**src/hdl/acam_ram.sv**
```systemverilog
// Generic single-port-write, single-port-read RAM with a registered read.
module acam_ram #(
  parameter int unsigned WIDTH = 8,
  parameter int unsigned DEPTH = 16,
  parameter int unsigned AW    = (DEPTH > 1) ? $clog2(DEPTH) : 1
) (
  input  logic             clk_i,
  input  logic             we_i,
  input  logic [AW-1:0]    waddr_i,
  input  logic [WIDTH-1:0] wdata_i,
  input  logic [AW-1:0]    raddr_i,
  output logic [WIDTH-1:0] rdata_o
);
  logic [WIDTH-1:0] mem [DEPTH];
  logic [WIDTH-1:0] rdata_q;

  always_ff @(posedge clk_i) begin
    if (we_i) begin
      mem[waddr_i] <= wdata_i;
    end
    rdata_q <= mem[raddr_i];
  end

  assign rdata_o = rdata_q;
endmodule

```
**config.mk**
```make
export PLATFORM = sky130hd
export DESIGN_NAME = acam_ram
export DESIGN_NICKNAME = d
export VERILOG_FILES = /design/src/hdl/acam_ram.sv
export SDC_FILE = /design/constraint.sdc
export NUM_CORES = 1
export LEC_CHECK = 0
export BUFFER_PORTS_ARGS = -buffer_cell sky130_fd_sc_hd__buf_2
export CAP_MARGIN = 25
export CORE_ASPECT_RATIO = 1.25
export CORE_MARGIN = 3
export CORE_UTILIZATION = 35
export CTS_CLUSTER_SIZE = 16
export DETAILED_ROUTE_END_ITERATION = 8
export SLEW_MARGIN = 25
export SYNTH_ARGS = -nofsm -noshare
export SYNTH_HDL_FRONTEND = slang
export SYNTH_SLANG_ARGS = --single-unit
```
**constraint.sdc**
```tcl
create_clock -name clk_i -period 3.5 [get_ports clk_i]
set_clock_uncertainty 0.1 [all_clocks]
set_input_delay 0.35 -clock clk_i [delete_from_list [all_inputs] [get_ports clk_i]]
set_output_delay 0.35 -clock clk_i [all_outputs]
set_load 0.05 [all_outputs]
```
==> summary.md, run 1 <==
| Metric | Value |
|---|---|
| RSZ-0062 raised after global routing | false |
| Global-route wire length before repair | 15200 um |
| Syn avg cell area | 22.5 sq um |
| Seq cells post-synth | 136 |
| Placed Area | 0.00545 sq mm |
| Routed WL | 9770 um |
| Clock power share | 0.474 |
| CP required | 3.71 ns |
| Crit end category | flip-flop |
| Fin util | 0.429 |
| Reg2reg start | mem[1][3] |
| WHS Path Cells | 1 |
| Tcrit/Tclk final | 0.516 |
| Sequential Power Share | 0.475 |
| ANT nets after route | 0 |
| Max IR drop VDD | 0.347 mV |
| Crit Path Max Fanout | 20 |
| Clk pin slew, worst setup/hold paths | 0.06 ns |
| Syn nets | 247 |
| CTS Hold Buffers Added | 0 |
| Final Hold Viols | 0 |
| Max-Cap Viols | 0 |
| H-Tree Level Count | 4 |
| Synthesized area | 0.00515 sq mm |
| WS Path Type | in -> reg |
| Hold path start | wdata_i[0] |
| Sink Count | 136 |
| XOR/XNOR Fraction of Synth Area | 0 |
| Synth Area in Compound Gates | 0.0233 |
| Ant diodes | 0 |
| Setup TNS | 0 ns |
| RePlAce Congestion | 0.720 |
| Status | completed |
| Pre-CTS setup slack | 1.21 ns |
| Leak | 2.01 nW |
| Placed cell count | 425 |
| R2R depth | 3 |
| Startpoint Class | input port |
| Sw frac | 0.203 |
| Largest family of logic cells by synthesized area | multiplexers |
| Tot Pwr | 3.85 mW |
| Layout cell share with drive strength beyond 1 | 0.277 |
| Psw | 782 uW |
| Clock tree buffer depth | 2 |
| Max_slew headroom | 0.374 |
| FMAX | 554 MHz |
| Pins Over Slew Limit | 0 |
| Simple-gate share of the synthesized area | 0.0318 |
| Hpwl dp | 6160 um |
| Filler instances | 1190 |
| Adder-Cell Fraction of Synth Area | 0 |
| Grt peak-use layer | met2 |
| GR Util met2 | 0.214 |
| Slew at the pin closest to its max-slew limit | 0.935 ns |
| P&R area growth vs syn | 17.7% |
| Worst r2r dst | rdata_o[3] |
| Post-CTS Resized | 0 |
| Tot GR Track Use | 0.132 |
| Flop-to-flop setup slack | 2.03 ns |
| Largest net degree at the start of global routing | 33 |
| Smallest hold slack | 0.221 ns |
| Finished Layout Cells | 457 |
| DR pass1 iterations | 4 |
| Met1 usage | 0.164 |
| Root buf cell | clkbuf_16 |
| Drt wl/cell | 21.4 um |
| DR vias | 2325 |
| Die Wd | 114 um |
| Synth warn | 0 |
| Max incr delay on CP | 0.56 ns |
| Mux cell area share after synthesis | 0.150 |
| CTS tree | done |
| Hold WC Path Type | in -> reg |
| Final net count | 287 |
| Min cycle time layout | 1.81 ns |
| Vias in the first global route | 2558 |
| Combinational Power Share | 0.051 |
| Worst setup margin | 1.69 ns |
| Drt drc | 0 |
| Met3 Usage GRT | 0.0418 |
| Initial drt markers | 136 |
| Slowest CP cell | mux4_1 |
| Row count | 48 |
| Total global routing overflow | 0 |
| CP cell instances | buf_2 > buf_4 > mux4_1 > a22oi_1 > nand2_1 |
| Fin area | 0.00606 sq mm |
| Distinct cells, synth | 19 |
| Total CTS buffers | 17 |
| Cells after Synth | 229 |
| Post-CTS Setup Bufs | 0 |
| Skew-Pair Late Insertion Delay | 0.43 ns |
| Initial Util | 0.365 |
| Placeable Area | 0.0141 sq mm |
| Final setup viols | 0 |
| Die Ht | 142 um |
| Register area share after synthesis | 0.778 |
| PwrDens | 636 mW/mm^2 |
| Vias per cell | 5.09 |
| Initial antenna violation count | 0 |
| Critical Path AT | 2.02 ns |
| Pint | 3.07 mW |
| Hold EP | mem[5][0] |
| Die area | 0.0162 sq mm |
| I/O Pins | 26 |
| Port bufs | 25 |
-- worst max path at each step --
stage          startpoint    endpoint  slack (ns)  cells after the start
3_3_place_gp   raddr_i[0]  rdata_o[4]        1.21                      5
3_5_place_dp   raddr_i[0]  rdata_o[4]        1.21                      5
5_1_grt        raddr_i[0]  rdata_o[7]        1.58                      5
2_1_floorplan  waddr_i[2]   mem[0][0]        1.56                      2
4_1_cts        raddr_i[0]  rdata_o[4]        1.65                      5
6_report       raddr_i[0]  rdata_o[4]        1.69                      5
-- cell families (layout without fill, tap and decap cells) --
group / after synthesis / count (layout)
compound gates: 16 / 16
simple gates: 35 / 35
flops: 136 / 136
mux: 32 / 32
buf+inv: 10 / 63
-- cell usage after synthesis --
master	number	share of area
nor3_1	4	0.0039
and2_1	1	0.0012
clkdlybuf4s25_2	3	0.0058
nand3b_1	2	0.0029
nor2b_1	1	0.0012
nor2_1	13	0.0095
edfxtp_1	128	0.75
dfxtp_1	8	0.031
a22oi_1	16	0.023
or3b_2	1	0.0017
nand2b_1	2	0.0024
nand2_1	9	0.0066
and2b_1	1	0.0015
mux4_1	14	0.071
buf_2	3	0.0029
mux4_2	18	0.079
buf_6	3	0.0066
buf_4	1	0.0015
nand3_1	1	0.00097
-- layer usage --
layer,vias to the layer above,share of wire
met5,-,0
met1,1210,0.43
met3,4,0.045
li1,1051,-
met2,60,0.52
met4,0,0.0091
-- cells in the final DEF, fill, tap and decap left out --
master / instances
mux4_2: 18
nor2_1: 13
buf_4: 6
inv_6: 1
and2_1: 1
clkbuf_1: 1
edfxtp_1: 128
nor2b_1: 1
clkinv_1: 3
nand3_1: 1
or3b_2: 1
a22oi_1: 16
buf_2: 25
nand2_1: 9
nor3_1: 4
clkinvlp_4: 4
mux4_1: 14
bufinv_16: 4
clkbuf_16: 17
nand3b_1: 2
and2b_1: 1
nand2b_1: 2
clkinv_2: 2
dfxtp_1: 8
-- flip-flops by register name, summed over array words and instances (netlist names) --
| register | count |
|---|---|
| mem | 128 |
| rdata_o | 8 |
-- worst max-delay path, delay by kind of cell --
| family | cells | cell delay, ns |
|---|---|---|
| AOI/OAI and AO/OA | 1 | 0.19 |
| buffers and inverters | 2 | 0.83 |
| muxes | 1 | 0.56 |
| and+or+nand+nor | 1 | 0.06 |
-- power by group through the flow --
stage	Combinational (mW)	Clock, mW	Sequential [mW]
detailed placement	0.200	0	1.86
global placement	0.197	0	1.86
CTS	0.200	1.85	1.83
global route	0.212	1.93	1.83
finish	0.196	1.83	1.83
floorplan	0.0924	0	1.90
-- cell type report --
| cell class | instances | area, sq um | share of cell area |
|---|---|---|---|
| well taps | 175 | 219 | 0.0361 |
| clock buffers | 18 | 429 | 0.0708 |
| repair buffers | 31 | 170 | 0.0281 |
| flip-flops and latches | 136 | 4000 | 0.661 |
| clock inverters | 14 | 180 | 0.0297 |
| multi-input cells | 83 | 1060 | 0.174 |
Power figures use the tool's default switching activity.
==> run 2, diff against run 1 <==
- clock period: 3.5 -> 1.45 ns (I/O delays scaled with it)
==> summary.md, run 2 (same netlist as run 1, synthesis figures left out) <==
| Metric | Value |
|---|---|
| Status | completed |
| Pint | 7.52 mW (+150%) |
| Crit Path Max Fanout | 1 (-95%) |
| Leak | 2.15 nW (+6.9%) |
| Commonest non-fill, non-tap cell in the layout | edfxtp_1 |
| Total global routing overflow | 0 (unchanged) |
| Routed WL | 9920 um (+1.5%) |
| Sequential Power Share | 0.470 (-0.005) |
| Max incr delay on CP | 0.52 ns (-0.04 ns) |
| Smallest hold slack | 0.0182 ns (-0.203 ns) |
| RePlAce Congestion | 0.759 (+5.5%) |
| Row count | 48 (unchanged) |
| Clk pin slew, worst setup/hold paths | 0.06 ns (about the same) |
| Placeable Area | 0.0141 sq mm (unchanged) |
| RSZ-0062 raised after global routing | false |
| Max_slew headroom | 0.486 (+0.112) |
| Initial antenna violation count | 0 (unchanged) |
| Clock power share | 0.472 (-0.002) |
| CP cell instances | mux4_1 > a22oi_2 > nand2_1 |
| Tcrit/Tclk final | 0.969 |
| Setup TNS | 0 ns (unchanged) |
| Skew-Pair Late Insertion Delay | 0.42 ns (about the same) |
| CTS tree | done |
| Hpwl dp | 6670 um (+8.3%) |
| Crit end category | flip-flop |
| Pins Over Slew Limit | 0 (unchanged) |
| Slew at the pin closest to its max-slew limit | 0.768 ns (-0.167 ns) |
| Filler instances | 1181 (-0.76%) |
| Psw | 1.89 mW (+140%) |
| DR vias | 2433 (+4.6%) |
| FMAX | 712 MHz |
| Max-Cap Viols | 0 (unchanged) |
| Hold WC Path Type | in -> reg |
| Fin util | 0.450 (+0.0203) |
| Combinational Power Share | 0.058 (+0.007) |
| Largest net degree at the start of global routing | 17 (-48%) |
| P&R area growth vs syn | 23.3% |
| Tot Pwr | 9.41 mW (+140%) |
| Vias in the first global route | 2658 (+3.9%) |
| WS Path Type | reg -> reg |
| H-Tree Level Count | 4 (unchanged) |
| Worst setup margin | 0.0450 ns (-1.65 ns) |
| Drt drc | 0 (unchanged) |
| Initial Util | 0.365 (unchanged) |
| Critical Path AT | 1.59 ns (-0.43 ns) |
| Vias per cell | 5.03 (-1.2%) |
| Die Wd | 114 um (unchanged) |
| Slowest CP cell | mux4_1 |
| Startpoint Class | flip-flop |
| Root buf cell | clkbuf_16 |
| Tot GR Track Use | 0.134 (+0.00236) |
| Crit-path leading delay family | multiplexers |
| Clock tree buffer depth | 2 (unchanged) |
| I/O Pins | 26 (unchanged) |
| Max FFs per register | 128 (unchanged) |
| CP bufs+invs | 0 (-2) |
| Ant diodes | 0 (unchanged) |
| Layout cell share with drive strength beyond 1 | 0.388 (+0.112) |
| Final net count | 314 (+9.4%) |
| Most frequent cells in the layout | edfxtp_1, buf_4, buf_2 |
| CP required | 1.64 ns (-2.07 ns) |
| ANT nets after route | 0 (unchanged) |
| Drt wl/cell | 20.5 um (-4.1%) |
| Die area | 0.0162 sq mm (unchanged) |
| Min cycle time layout | 1.41 ns |
| Final Hold Viols | 0 (unchanged) |
| PwrDens | 1480 mW/mm^2 (+130%) |
| Die Ht | 142 um (unchanged) |
| Initial drt markers | 184 (+35%) |
| Final setup viols | 0 (unchanged) |
| Global-route wire length before repair | 15500 um (+2.2%) |
| Post-CTS Setup Bufs | 0 (unchanged) |
| Most flops, register | mem |
| DR pass1 iterations | 5 (+1) |
| Pre-CTS setup slack | -0.237 ns (-1.45 ns) |
| Sw frac | 0.200 (-0.00255) |
| Sink Count | 136 (unchanged) |
| Total CTS buffers | 17 (unchanged) |
| Max IR drop VDD | 0.901 mV (+160%) |
| Port bufs | 25 (unchanged) |
## run 2: cell count changes in the layout (fill, tap and decap cells not counted), sizes merged
cell,before,now
inv,1,0
clkinv,5,3
dlygate4sd3,0,1
clkinvlp,4,5
clkbuf,18,20
buf,31,57
## run 2: repair_timing
item / in CTS / in global routing
endpoints found under the hold margin: 11 / 0
resized for setup: 3 / 10
setup endpoints to repair: 3 / 6
hold buffers: 1 / 0
pin swaps: 0 / 3
## run 2: power by group through the flow
stage	combinational [mW]	sequential [mW]	clock, mW
6_report	0.547	4.42	4.44
5_1_grt	0.586	4.43	4.71
4_1_cts	0.545	4.43	4.52
3_5_place_dp	0.534	4.50	0
3_3_place_gp	0.526	4.50	0
2_1_floorplan	0.223	4.59	0
## run 2: path summary, 6_finish.rpt
check	slack [ns]	startpoint	cells past startpoint	to
worst max-delay path	0.04	mem[1][0]	3	rdata_o[0]
worst min register to register	0.58	mem[14][3]	3	rdata_o[3]
worst min-delay path	0.02	wdata_i[0]	1	mem[1][0]
worst max register to register	0.04	mem[1][0]	3	rdata_o[0]
## run 2: stage by stage
stage / cells / instance area (sq um)
after floorplan: 229 / 5150
after detailed placement: 451 / 5700
after CTS: 484 / 6350
final: 484 / 6350
after global routing: 484 / 6350
after global placement: 451 / 5700
## run 2: metal layers
layer  part of all wire  GRT usage
met1               0.44      0.171
met2               0.51      0.214
met3              0.041     0.0418
met4              0.010     0.0507
met5                  0          0
## run 2: cell type report
| type | count | area (sq um) | area share |
|---|---|---|---|
| sequential | 136 | 4000 | 0.631 |
| multi-input combinational | 83 | 1070 | 0.169 |
| clock buffer | 20 | 447 | 0.0704 |
| timing repair buffer | 58 | 425 | 0.0670 |
| tap | 175 | 219 | 0.0345 |
| clock inverter | 12 | 176 | 0.0278 |
